`config.mk`:
```
export PLATFORM = sky130hd
export DESIGN_NAME = ratiometric_adc_averager_unit
export DESIGN_NICKNAME = d
export VERILOG_FILES = /design/src/hdl/rad_pkg.sv /design/src/hdl/rad_ctrl.sv /design/src/hdl/rad_dp.sv /design/src/hdl/ratiometric_adc_averager_unit.sv
export SDC_FILE = /design/constraint.sdc
export NUM_CORES = 2
export LEC_CHECK = 0
export ABC_AREA = 1
export BUFFER_PORTS_ARGS = -buffer_cell sky130_fd_sc_hd__buf_4
export CAP_MARGIN = 20
export CELL_PAD_IN_SITES_DETAIL_PLACEMENT = 0
export CELL_PAD_IN_SITES_GLOBAL_PLACEMENT = 1
export CORE_MARGIN = 3
export CORE_UTILIZATION = 43
export CTS_CLUSTER_DIAMETER = 30
export CTS_CLUSTER_SIZE = 24
export DETAILED_ROUTE_END_ITERATION = 16
export GPL_TIMING_DRIVEN = 0
export MAX_ROUTING_LAYER = met4
export PLACE_DENSITY_LB_ADDON = 0.1
export SLEW_MARGIN = 20
export SYNTH_ARGS = -nofsm -noshare
export SYNTH_HDL_FRONTEND = slang
export SYNTH_SLANG_ARGS = --single-unit
export TNS_END_PERCENT = 20
```
`constraint.sdc`:
```
create_clock -name i_clk -period 5.3 [get_ports i_clk]
set_input_delay 0.795 -clock i_clk [delete_from_list [all_inputs] [get_ports i_clk]]
set_output_delay 0.795 -clock i_clk [all_outputs]
set_load 0.01 [all_outputs]
```
`src/hdl/rad_pkg.sv`:
```
// ----------------------------------------------------------------------------
// rad_pkg
// Shared types and constants of the ratiometric ADC averager.
// ----------------------------------------------------------------------------
`default_nettype none

package rad_pkg;

    localparam int AVG_W   = 8;    // avg_count register width
    localparam int MV_W    = 12;   // ref_millivolts register width
    localparam int OUT_W   = 16;   // result field width
    localparam int CFG_IDX_W = 2;
    localparam int CFG_DATA_W = 12;

    localparam logic [AVG_W-1:0] AVG_COUNT_RESET = AVG_W'(10);
    localparam logic [MV_W-1:0]  REF_MV_RESET    = MV_W'(1200);
    localparam logic [OUT_W-1:0] OUT_SAT         = {OUT_W{1'b1}};

    localparam logic [CFG_IDX_W-1:0] CFG_AVG_COUNT = CFG_IDX_W'(0);
    localparam logic [CFG_IDX_W-1:0] CFG_REF_MV    = CFG_IDX_W'(1);

    typedef enum logic [1:0] {
        CH_A,
        CH_B,
        CH_REF
    } t_chan;

    typedef enum logic [2:0] {
        S_IDLE,
        S_AVG_LOAD,
        S_AVG_RUN,
        S_CHECK,
        S_DIV_LOAD,
        S_DIV_RUN,
        S_FINISH
    } t_state;

    // controller -> datapath
    typedef struct packed {
        logic  accum;      // add scan into running sums
        logic  restart;    // drop scan, phase back to zero
        logic  avg_load;   // load divider: sum / avg_count
        logic  div_load;   // load divider: avg * mv / avg_ref
        logic  div_step;   // one restoring-division step
        logic  avg_store;  // capture average from last step
        logic  res_store;  // capture saturated result from last step
        logic  out_zero;   // present zero-reference result
        logic  out_set;    // present computed result
        t_chan chan;
    } t_dp_cmd;

    // datapath -> controller
    typedef struct packed {
        logic emit;       // next scan triggers a result
        logic out_busy;   // output register still holds a beat
        logic div_last;   // divider is on its final step
        logic ref_zero;   // reference average is zero
    } t_dp_stat;

    function automatic t_chan next_chan(input t_chan c);
        t_chan r;
        unique case (c)
            CH_A:    r = CH_B;
            CH_B:    r = CH_REF;
            default: r = CH_A;
        endcase
        return r;
    endfunction

endpackage

`default_nettype wire

```
`src/hdl/rad_ctrl.sv`:
```
// ----------------------------------------------------------------------------
// rad_ctrl
// Sequencer: accepts scans, then walks the shared divider through the three
// averages and the three ratiometric results (skipped for a zero reference).
// ----------------------------------------------------------------------------
`default_nettype none

module rad_ctrl
    import rad_pkg::*;
(
    input  wire logic     i_clk,
    input  wire logic     i_rst_n,
    input  wire logic     i_in_valid,
    output logic          o_in_stall,
    input  wire t_dp_stat i_stat,
    output t_dp_cmd       o_cmd
);

    t_state r_state, n_state;
    t_chan  r_idx, n_idx;

    always_ff @(posedge i_clk) begin
        if (!i_rst_n) begin
            r_state <= S_IDLE;
            r_idx   <= CH_A;
        end else begin
            r_state <= n_state;
            r_idx   <= n_idx;
        end
    end

    always_comb begin
        n_state    = r_state;
        n_idx      = r_idx;
        o_cmd      = '0;
        o_cmd.chan = r_idx;
        o_in_stall = 1'b1;
        unique case (r_state)
            S_IDLE: begin
                // a result-producing scan waits for a free output register
                o_in_stall = i_stat.emit && i_stat.out_busy;
                if (i_in_valid && !o_in_stall) begin
                    if (i_stat.emit) begin
                        o_cmd.restart = 1'b1;
                        n_idx         = CH_A;
                        n_state       = S_AVG_LOAD;
                    end else begin
                        o_cmd.accum = 1'b1;
                    end
                end
            end
            S_AVG_LOAD: begin
                o_cmd.avg_load = 1'b1;
                n_state        = S_AVG_RUN;
            end
            S_AVG_RUN: begin
                o_cmd.div_step = 1'b1;
                if (i_stat.div_last) begin
                    o_cmd.avg_store = 1'b1;
                    if (r_idx == CH_REF) begin
                        n_state = S_CHECK;
                    end else begin
                        n_idx   = next_chan(r_idx);
                        n_state = S_AVG_LOAD;
                    end
                end
            end
            S_CHECK: begin
                if (i_stat.ref_zero) begin
                    o_cmd.out_zero = 1'b1;
                    n_state        = S_IDLE;
                end else begin
                    n_idx   = CH_A;
                    n_state = S_DIV_LOAD;
                end
            end
            S_DIV_LOAD: begin
                o_cmd.div_load = 1'b1;
                n_state        = S_DIV_RUN;
            end
            S_DIV_RUN: begin
                o_cmd.div_step = 1'b1;
                if (i_stat.div_last) begin
                    o_cmd.res_store = 1'b1;
                    if (r_idx == CH_REF) begin
                        n_state = S_FINISH;
                    end else begin
                        n_idx   = next_chan(r_idx);
                        n_state = S_DIV_LOAD;
                    end
                end
            end
            S_FINISH: begin
                o_cmd.out_set = 1'b1;
                n_state       = S_IDLE;
            end
            default: begin
                n_state = S_IDLE;
            end
        endcase
    end

endmodule

`default_nettype wire

```
`src/hdl/rad_dp.sv`:
```
// ----------------------------------------------------------------------------
// rad_dp
// Datapath: configuration registers, phase counter, running sums, one
// multiplier, one shared restoring divider and the output register.
// ----------------------------------------------------------------------------
`default_nettype none

module rad_dp
    import rad_pkg::*;
#(
    parameter int SAMPLE_BITS = 12
) (
    input  wire logic                   i_clk,
    input  wire logic                   i_rst_n,
    input  wire logic                   i_cfg_valid,
    input  wire logic [CFG_IDX_W-1:0]   i_cfg_index,
    input  wire logic [CFG_DATA_W-1:0]  i_cfg_data,
    input  wire logic [SAMPLE_BITS-1:0] i_sample_a,
    input  wire logic [SAMPLE_BITS-1:0] i_sample_b,
    input  wire logic [SAMPLE_BITS-1:0] i_sample_ref,
    input  wire t_dp_cmd                i_cmd,
    output t_dp_stat                    o_stat,
    input  wire logic                   i_out_stall,
    output logic                        o_out_valid,
    output logic [OUT_W-1:0]            o_volt_a,
    output logic [OUT_W-1:0]            o_volt_b,
    output logic [OUT_W-1:0]            o_supply_mv,
    output logic                        o_ref_zero
);

    localparam int SUM_W  = SAMPLE_BITS + AVG_W;
    localparam int PROD_W = SUM_W + MV_W;
    localparam int CNT_W  = $clog2(PROD_W);

    logic [AVG_W-1:0]  r_avg_count;
    logic [MV_W-1:0]   r_ref_mv;
    logic [AVG_W-1:0]  r_phase;
    logic [SUM_W-1:0]  r_sum_a, r_sum_b, r_sum_r;
    logic [SUM_W-1:0]  r_avg_a, r_avg_b, r_avg_r;

    logic [SUM_W-1:0]  r_divisor;
    logic [SUM_W-1:0]  r_rem;
    logic [PROD_W-1:0] r_quo;
    logic [CNT_W-1:0]  r_cnt;

    logic [OUT_W-1:0]  r_volt_a, r_volt_b, r_supply;
    logic              r_ref_zero;
    logic              r_out_valid;

    logic [AVG_W-1:0]  avg_eff;
    logic [SUM_W:0]    rem_sh;
    logic              quo_bit;
    logic [SUM_W-1:0]  n_rem;
    logic [PROD_W-1:0] n_quo;
    logic [OUT_W-1:0]  res_sat;
    logic [SUM_W-1:0]  sum_sel;
    logic [PROD_W-1:0] prod;

    // zero count behaves as one
    assign avg_eff = (r_avg_count == '0) ? AVG_W'(1) : r_avg_count;

    // restoring division, one quotient bit per step
    assign rem_sh  = {r_rem, r_quo[PROD_W-1]};
    assign quo_bit = rem_sh >= {1'b0, r_divisor};
    assign n_rem   = quo_bit ? SUM_W'(rem_sh - {1'b0, r_divisor}) : rem_sh[SUM_W-1:0];
    assign n_quo   = {r_quo[PROD_W-2:0], quo_bit};
    assign res_sat = (|n_quo[PROD_W-1:OUT_W]) ? OUT_SAT : n_quo[OUT_W-1:0];

    always_comb begin
        case (i_cmd.chan)
            CH_A:    sum_sel = r_sum_a;
            CH_B:    sum_sel = r_sum_b;
            default: sum_sel = r_sum_r;
        endcase
    end

    always_comb begin
        case (i_cmd.chan)
            CH_A:    prod = PROD_W'(r_avg_a) * PROD_W'(r_ref_mv);
            CH_B:    prod = PROD_W'(r_avg_b) * PROD_W'(r_ref_mv);
            default: prod = PROD_W'(r_ref_mv) << SAMPLE_BITS;
        endcase
    end

    // configuration, phase and output handshake
    always_ff @(posedge i_clk) begin
        if (!i_rst_n) begin
            r_avg_count <= AVG_COUNT_RESET;
            r_ref_mv    <= REF_MV_RESET;
            r_phase     <= '0;
            r_sum_a     <= '0;
            r_sum_b     <= '0;
            r_sum_r     <= '0;
            r_out_valid <= 1'b0;
        end else begin
            if (i_cfg_valid) begin
                unique case (i_cfg_index)
                    CFG_AVG_COUNT: r_avg_count <= i_cfg_data[AVG_W-1:0];
                    CFG_REF_MV:    r_ref_mv    <= i_cfg_data[MV_W-1:0];
                    default: ;
                endcase
            end
            if (i_cmd.accum) begin
                // first scan of a block starts from empty sums
                if (r_phase == '0) begin
                    r_sum_a <= SUM_W'(i_sample_a);
                    r_sum_b <= SUM_W'(i_sample_b);
                    r_sum_r <= SUM_W'(i_sample_ref);
                end else begin
                    r_sum_a <= r_sum_a + SUM_W'(i_sample_a);
                    r_sum_b <= r_sum_b + SUM_W'(i_sample_b);
                    r_sum_r <= r_sum_r + SUM_W'(i_sample_ref);
                end
                r_phase <= r_phase + AVG_W'(1);
            end
            if (i_cmd.restart) begin
                r_phase <= '0;
            end
            if (i_cmd.out_zero || i_cmd.out_set) begin
                r_out_valid <= 1'b1;
            end else if (r_out_valid && !i_out_stall) begin
                r_out_valid <= 1'b0;
            end
        end
    end

    // divider, averages and result payload
    always_ff @(posedge i_clk) begin
        if (i_cmd.avg_load) begin
            r_divisor <= SUM_W'(avg_eff);
            r_quo     <= PROD_W'(sum_sel);
            r_rem     <= '0;
            r_cnt     <= CNT_W'(PROD_W - 1);
        end else if (i_cmd.div_load) begin
            r_divisor <= r_avg_r;
            r_quo     <= prod;
            r_rem     <= '0;
            r_cnt     <= CNT_W'(PROD_W - 1);
        end else if (i_cmd.div_step) begin
            r_quo <= n_quo;
            r_rem <= n_rem;
            r_cnt <= r_cnt - CNT_W'(1);
        end
        if (i_cmd.avg_store) begin
            case (i_cmd.chan)
                CH_A:    r_avg_a <= n_quo[SUM_W-1:0];
                CH_B:    r_avg_b <= n_quo[SUM_W-1:0];
                default: r_avg_r <= n_quo[SUM_W-1:0];
            endcase
        end
        if (i_cmd.res_store) begin
            case (i_cmd.chan)
                CH_A:    r_volt_a <= res_sat;
                CH_B:    r_volt_b <= res_sat;
                default: r_supply <= res_sat;
            endcase
        end
        if (i_cmd.out_zero) begin
            r_volt_a   <= OUT_SAT;
            r_volt_b   <= OUT_SAT;
            r_supply   <= OUT_SAT;
            r_ref_zero <= 1'b1;
        end else if (i_cmd.out_set) begin
            r_ref_zero <= 1'b0;
        end
    end

    assign o_stat.emit     = r_phase >= avg_eff;
    assign o_stat.out_busy = r_out_valid;
    assign o_stat.div_last = r_cnt == '0;
    assign o_stat.ref_zero = r_avg_r == '0;

    assign o_out_valid = r_out_valid;
    assign o_volt_a    = r_volt_a;
    assign o_volt_b    = r_volt_b;
    assign o_supply_mv = r_supply;
    assign o_ref_zero  = r_ref_zero;

endmodule

`default_nettype wire

```
`src/hdl/ratiometric_adc_averager_unit.sv`:
```
// Accumulating scan: added to the running sums on acceptance, no result.
// Result scan: the three averages, then, unless the reference average is zero,
// the three ratiometric results are computed by one restoring divider shared
// by six divisions, one bit per cycle.
// Synchronous active-low reset: avg_count 10, ref_millivolts 1200, phase 0.
// ----------------------------------------------------------------------------
// ratiometric_adc_averager_unit
// Block averager of two channels plus internal reference, with ratiometric
// conversion to millivolts and a supply estimate.
// ----------------------------------------------------------------------------
`default_nettype none

module ratiometric_adc_averager_unit
    import rad_pkg::*;
#(
    parameter int SAMPLE_BITS = 12
) (
    input  wire logic                   i_clk,
    input  wire logic                   i_rst_n,
    input  wire logic                   i_cfg_valid,
    output logic                        o_cfg_ready,
    input  wire logic [CFG_IDX_W-1:0]   i_cfg_index,
    input  wire logic [CFG_DATA_W-1:0]  i_cfg_data,
    input  wire logic                   i_in_valid,
    output logic                        o_in_stall,
    input  wire logic [SAMPLE_BITS-1:0] i_sample_a,
    input  wire logic [SAMPLE_BITS-1:0] i_sample_b,
    input  wire logic [SAMPLE_BITS-1:0] i_sample_ref,
    output logic                        o_out_valid,
    input  wire logic                   i_out_stall,
    output logic [OUT_W-1:0]            o_volt_a,
    output logic [OUT_W-1:0]            o_volt_b,
    output logic [OUT_W-1:0]            o_supply_mv,
    output logic                        o_ref_zero
);

    t_dp_cmd  cmd;
    t_dp_stat stat;

    assign o_cfg_ready = 1'b1;

    rad_ctrl u_ctrl (
        .i_clk      (i_clk),
        .i_rst_n    (i_rst_n),
        .i_in_valid (i_in_valid),
        .o_in_stall (o_in_stall),
        .i_stat     (stat),
        .o_cmd      (cmd)
    );

    rad_dp #(
        .SAMPLE_BITS (SAMPLE_BITS)
    ) u_dp (
        .i_clk        (i_clk),
        .i_rst_n      (i_rst_n),
        .i_cfg_valid  (i_cfg_valid && o_cfg_ready),
        .i_cfg_index  (i_cfg_index),
        .i_cfg_data   (i_cfg_data),
        .i_sample_a   (i_sample_a),
        .i_sample_b   (i_sample_b),
        .i_sample_ref (i_sample_ref),
        .i_cmd        (cmd),
        .o_stat       (stat),
        .i_out_stall  (i_out_stall),
        .o_out_valid  (o_out_valid),
        .o_volt_a     (o_volt_a),
        .o_volt_b     (o_volt_b),
        .o_supply_mv  (o_supply_mv),
        .o_ref_zero   (o_ref_zero)
    );

endmodule

`default_nettype wire

```
-- Word-level counts from Yosys, hierarchy flattened
Cells that the tools add are included.
- add/subtract/negate cells: 6
- multiply operators: 2
- order comparisons: 2
- equality and inequality tests: 16
- mux-type cells: 44
- bitwise gates (word level): 2
- reductions and logical operators: 33
- operator list (operator ; count):
    20-bit two-way mux ; 5
    20-bit by 12-bit multiplier with 32-bit output ; 2
    32-bit two-way mux ; 2
    32-bit case mux with 2 select lines ; 1
    20-bit by 12-bit adder with 20-bit output ; 3
    20-bit case mux with 2 select lines ; 1
    8-bit two-way mux ; 3
    21-bit by 20-bit >= comparator with 1-bit output ; 1
    20-bit zero test ; 1
    20-bit subtractor ; 1
    2-bit two-way mux ; 9
    3-bit case mux with 6 select lines ; 1
    8-bit zero test ; 2
    16-bit two-way mux ; 1
    2-bit AND reduction ; 8
    16-bit OR reduction ; 1
    3-bit two-way mux ; 5
    1-bit two-way mux ; 14
    3-bit equality test (second input constant) ; 3
    8-bit by 1-bit adder with 8-bit output (second input constant) ; 1
    8-bit >= comparator ; 1
    2-bit inequality test (second input constant) ; 4
    2-bit OR reduction ; 4
    3-bit by 2-bit equality test with 1-bit output (second input constant) ; 2
    other kinds (18) ; 29
- bits in registers: 280
- input bits: 55
- logic and storage cells: 127

-- Depth between registers and ports, before layout
- word-level depth: 9
- mapped depth: 27
- depth with buffers taken out: 25

-- Cells and area by module
Synthesis repeated with hierarchy kept, for this count alone.
- cells, all modules: 4303
- area, all modules: 31152.4 um^2
- by module, submodules not included (module ; times used ; cells an instance ; area each (um^2)):
    rad_dp ; 1 ; 4235 ; 30743.2
    rad_ctrl ; 1 ; 66 ; 397.9
    ratiometric_adc_averager_unit ; 1 ; 2 ; 11.3

-- Worst setup path after synthesis
No wires, ideal clock.
- path kind: reg-to-reg
- start: register u_dp.r_ref_mv[3]
- end: register u_dp.r_quo[19], data pin
- setup time: 0.252 ns
- arrival: 4.795 ns
- required time: 5.048 ns
- setup slack: 0.253 ns
- cell stages (with the launch flop): 26
- clock period less this slack: 5.047 ns
- cell sequence: dfxtp_1 > clkbuf_1 > clkbuf_1 > nand2_1 > fa_1 > fa_1 > fa_1 > inv_1 > fa_1 > inv_1 > fa_1 > inv_1 > ha_1 > nand2_1 > inv_1 > nand2_1 > nand2_1 > nand2_1 > nand3_1 > nand2_1 > nand2_1 > or2_2 > nand2_1 > nand3_1 > nand2_1 > nand2_1
- word-level cells in the longest chain between the ends: 4
- elaborated cells on any way between the ends: 5
- RTL lines (item ; RTL line ; RTL):
    from (decl) ; rad_dp.sv:36 ; logic [MV_W-1:0] r_ref_mv;
    from (signal assigned) ; rad_dp.sv:99 ; CFG_REF_MV: r_ref_mv <= i_cfg_data[MV_W-1:0];
    20-bit by 12-bit multiplier with 32-bit output, on equally long branches ; rad_dp.sv:80, rad_dp.sv:79 ;
    32-bit case mux with 2 select lines (*) ; rad_dp.sv:78 ; case (i_cmd.chan)
    32-bit two-way mux (*) ; rad_dp.sv:134 ; end else if (i_cmd.div_load) begin
    20-bit two-way mux (*) ; rad_dp.sv:129 ; if (i_cmd.avg_load) begin
    to (signal assigned) ; rad_dp.sv:131 ; r_quo <= PROD_W'(sum_sel);
    to (signal assigned) ; rad_dp.sv:136 ; r_quo <= prod;
    to (signal assigned) ; rad_dp.sv:140 ; r_quo <= n_quo;
    to (decl) ; rad_dp.sv:43 ; logic [PROD_W-1:0] r_quo;
Mark *: on every way between the ends. The rest lies on a longest branch, timed or not.
A chain may end at the register's enable or synchronous reset.

-- Final worst setup path
Ends and elaborated chain as after synthesis.

==> results.txt <==
The total power draw came out at roughly 0.018 W. The routed length per instance is around 20 microns. Setup violations remaining at the end of the flow were counted as 3. The routability congestion estimate is 0.946. The number of clock buffers inserted by TritonCTS is 73. The endpoint arrival time on the critical path came out at approximately 5700 ps. STA classifies the critical path endpoint as a flop. The critical path startpoint category is a flop. The combined global-route utilization of all metal layers is 29.9%. The cell sitting at the root of the clock tree is a sky130_fd_sc_hd__clkbuf_16. The highest fanout seen on the critical path is 10. The post-route fraction of the period consumed by the critical path came out at 101%.

The total half-perimeter wirelength after legalization and detailed placement came out at 88300 microns. In this run the number of H-tree levels came out at 3. The total of max-cap violations is 0. The remaining antenna violation count after routing came out at 0. For this configuration, the core starts out at a cell density of 43.7%.

The number of remaining DRC errors came out at 0. The leakage power summed over all cells is between 15 and 20 nW. Of all flip-flops after synthesis, the portion carrying an async set or reset was 0%. For this run, the leading register cell type out of synthesis is sky130_fd_sc_hd__dfxtp_1. Sorting the synthesized cells by area gives the leading types as sky130_fd_sc_hd__fa_1, sky130_fd_sc_hd__nand2_1, sky130_fd_sc_hd__dfxtp_1. Of the synthesized area, sequential elements account for roughly 21%. The number of enable flip-flop cells after synthesis is 88.

The hold violation count in the final report came out at 0. Setup repair after global routing could not meet its margin everywhere. The flow ran to the end, but the final reports show violations. The worst clock skew came out at about 32 ps.

Timing would allow up to 0.187 GHz. Averaged over all synthesized cells, the footprint is between 7 and 8 sq um. The non-filler instance count after layout came out at 5583.

The worst endpoint required time came out at around 5700 ps. The max-slew violation total from the final report came to 0. The most area-hungry cell type in the Yosys netlist is sky130_fd_sc_hd__fa_1. The clock net sink count came out at between 200 and 300. The total iterations of the first detailed-routing run is 7. The die boundary width came out at ~280 microns. During synthesis, Yosys emitted a total of 0 warnings.

After floorplanning, the core was sized to cover between 0.07 and 0.08 sq mm. The TritonCTS clock tree is yes. Measured against its own limit, the worst slew margin works out to about two fifths.

The global-route wire length before repair is 171000 microns. The number of antenna violations at the first check in global routing came to 3. The distinct cell type count of the synthesized netlist is 52.

The die area came out at 0.0764 sq mm. The largest net degree at the start of global routing came out at 21. Across the VDD grid, the largest voltage drop is ~0.00024 V. Counting flops and latches in the post-synthesis netlist gives 280. Summed over all layers, the global routing overflow is 0. Pin placement for this block handled between 100 and 150 I/O pins. The most common cell in the synthesized netlist is sky130_fd_sc_hd__nand2_1. The type of the worst setup path is flop to flop. The average via count per standard cell came out at between 5 and 6. The signed area change from the synthesized netlist to the final layout came out at 18.8%. The count of port buffers added during placement is between 100 and 150. Dividing total power by cell area gives a power density of approximately 490 mW/mm^2. The final worst setup slack came out at -52.8 ps. At the end of the flow, the number of nets in the layout was approximately 5200.

The clock latency at the later pin of the worst-skew pair is 610 ps. The transition time of the tightest slew-check pin came out at between 800 and 900 ps. Counting along the longest clock path gives a buffer depth of 3. The overall routed net length is ~110000 microns. Of the post-synthesis cell area, the dominant cell type holds a little under a quarter. The number of cell rows is 98.

Ranked by instance count, the synthesized netlist is headed by sky130_fd_sc_hd__nand2_1, sky130_fd_sc_hd__inv_1, sky130_fd_sc_hd__fa_1, sky130_fd_sc_hd__nand3_1, sky130_fd_sc_hd__nor2_1. The number of violations reported at the end of detailed-routing iteration 0 came out at 2190. The total nets after synthesis is between 5000 and 6000. After technology mapping, the gate count stands at 4385. The chip height came out at 276 microns. The number of global-route vias before repair is roughly 29000. The clock slew at the register clock pins of the worst setup and hold paths is about 50 ps. The checks that failed: negative setup slack. The mapped netlist covers 0.0314 sq mm.

The minimum clock period after layout came out at 5350 ps. The number of cells after detailed placement is roughly 5400. The share of cells above drive strength 1 came out at a little under an eighth. The overall via count from detail_route is 28600. The path class of the lowest-slack min-delay path is input pin to flop.
power breakdown:
group	switching (W)	leakage, nW	internal (W)	total, W
clock	0.00145	1.24	0.00321	0.00466
combinational	0.00662	15.9	0.00357	0.0102
sequential	0.000601	2.38	0.00276	0.00336
flip-flops by register name, summed over array words and instances (netlist names), 8 cells and up:
name / cells
u_dp.o_volt_a: 16
u_dp.r_divisor: 20
u_dp.o_volt_b: 16
u_dp.r_sum_b: 20
u_dp.r_avg_r: 20
u_dp.r_rem: 20
u_dp.r_phase: 8
u_dp.r_sum_r: 20
u_dp.r_avg_a: 20
u_dp.r_avg_count: 8
u_dp.r_sum_a: 20
u_dp.r_quo: 32
u_dp.r_avg_b: 20
u_dp.r_ref_mv: 12
u_dp.o_supply_mv: 16
final cells by class:
type	count	area, sq um
repair buffers	128	985
multi-input cells	2985	21300
clock inverters	30	498
fillers	7252	34600
plain buffers	163	1290
inverters	942	3540
well taps	950	1190
flip-flops and latches	280	6510
clock buffers	104	2080
diodes	1	2.50
path summary, 6_finish.rpt:
| check | start | depth (start not counted) | end | slack, ps |
|---|---|---|---|---|
| max | u_dp.r_ref_mv[3] | 23 | u_dp.r_quo[19] | -50 |
| max reg2reg | u_dp.r_ref_mv[3] | 23 | u_dp.r_quo[19] | -50 |
| min | i_cfg_data[4] | 3 | u_dp.r_ref_mv[4] | 440 |
| min reg2reg | u_dp.o_volt_b[1] | 2 | u_dp.o_volt_b[1] | 460 |
critical path, cell delays in order, from the launching register on:
cell and delay [ps]:
sky130_fd_sc_hd__dfxtp_4 470, sky130_fd_sc_hd__buf_4 160, sky130_fd_sc_hd__clkbuf_16 150, sky130_fd_sc_hd__nand2_1 80
sky130_fd_sc_hd__fa_2 490, sky130_fd_sc_hd__fa_1 510, sky130_fd_sc_hd__inv_1 50, sky130_fd_sc_hd__fa_1 500
sky130_fd_sc_hd__fa_1 500, sky130_fd_sc_hd__inv_1 50, sky130_fd_sc_hd__fa_1 550, sky130_fd_sc_hd__inv_1 90
sky130_fd_sc_hd__ha_4 250, sky130_fd_sc_hd__nand2_1 60, sky130_fd_sc_hd__nand2_1 110, sky130_fd_sc_hd__a21oi_2 200
sky130_fd_sc_hd__nand3_2 130, sky130_fd_sc_hd__nand2_1 80, sky130_fd_sc_hd__nand2_1 60, sky130_fd_sc_hd__or2_2 270
sky130_fd_sc_hd__nand2_1 90, sky130_fd_sc_hd__nand3_1 100, sky130_fd_sc_hd__nand2_1 70, sky130_fd_sc_hd__nand2_1 50
stage by stage:
step / hold slack, ps / cell area (sq um) / utilization [%] / TNS [ps] / worst slack [ps]
finish: 437 / 37300 / 51.9 / -83.1 / -52.8
global route: 422 / 37300 / 51.9 / -2350 / -190
CTS: 410 / 36900 / 51.2 / -179 / -56.7
detailed placement: 446 / 33400 / 46.5 / -22030 / -1240
global placement: 439 / 33400 / 46.4 / -21770 / -1210
floorplan: 440 / 31400 / - / 0 / 253
logic make-up after synthesis:
logic type	after synthesis	share of synthesized area, %
adders and majority gates	571	31.4
buffers and inverters	1120	13.7
and+or+nand+nor	1884	24.4
DFF	280	20.6
other	1	0.0119
AOI/OAI and AO/OA	491	8.74
xor gates and xnor gates	38	1.06
per-layer routing:
metal	share of wire [%]	global-route usage, %	vias up
met5	0	-	-
met4	3.8	10.2	0
met3	7.0	5.15	216
met2	46	47.7	890
met1	43	38.4	13700
li1	-	-	13800
cell usage in the layout, fill, tap and decap left out, drive strengths merged, types with 6 or more instances in the layout:
cell type / instances
clkinv: 18
clkbuf: 206
nor4: 7
o22ai: 14
a31oi: 17
o211ai: 25
o21bai: 13
fa: 364
inv: 941
nand3: 223
ha: 207
a22o: 6
nand4: 33
a21oi: 208
nand2: 1330
buf: 189
nor3: 32
edfxtp: 88
dfxtp: 192
nand3b: 12
nor2: 221
xnor2: 15
o21ai: 172
or2: 18
a21o: 14
bufinv: 10
xor2: 23
what timing repair did:
action                                  in CTS  in global routing
hold endpoints to repair                     0                  0
resized for setup                          260                124
hold buffers                                 0                  0
setup buffers                                9                 13
pin swaps                                    4                 15
endpoints found under the setup margin      25                 24
(Power assumes the default switching activity.)
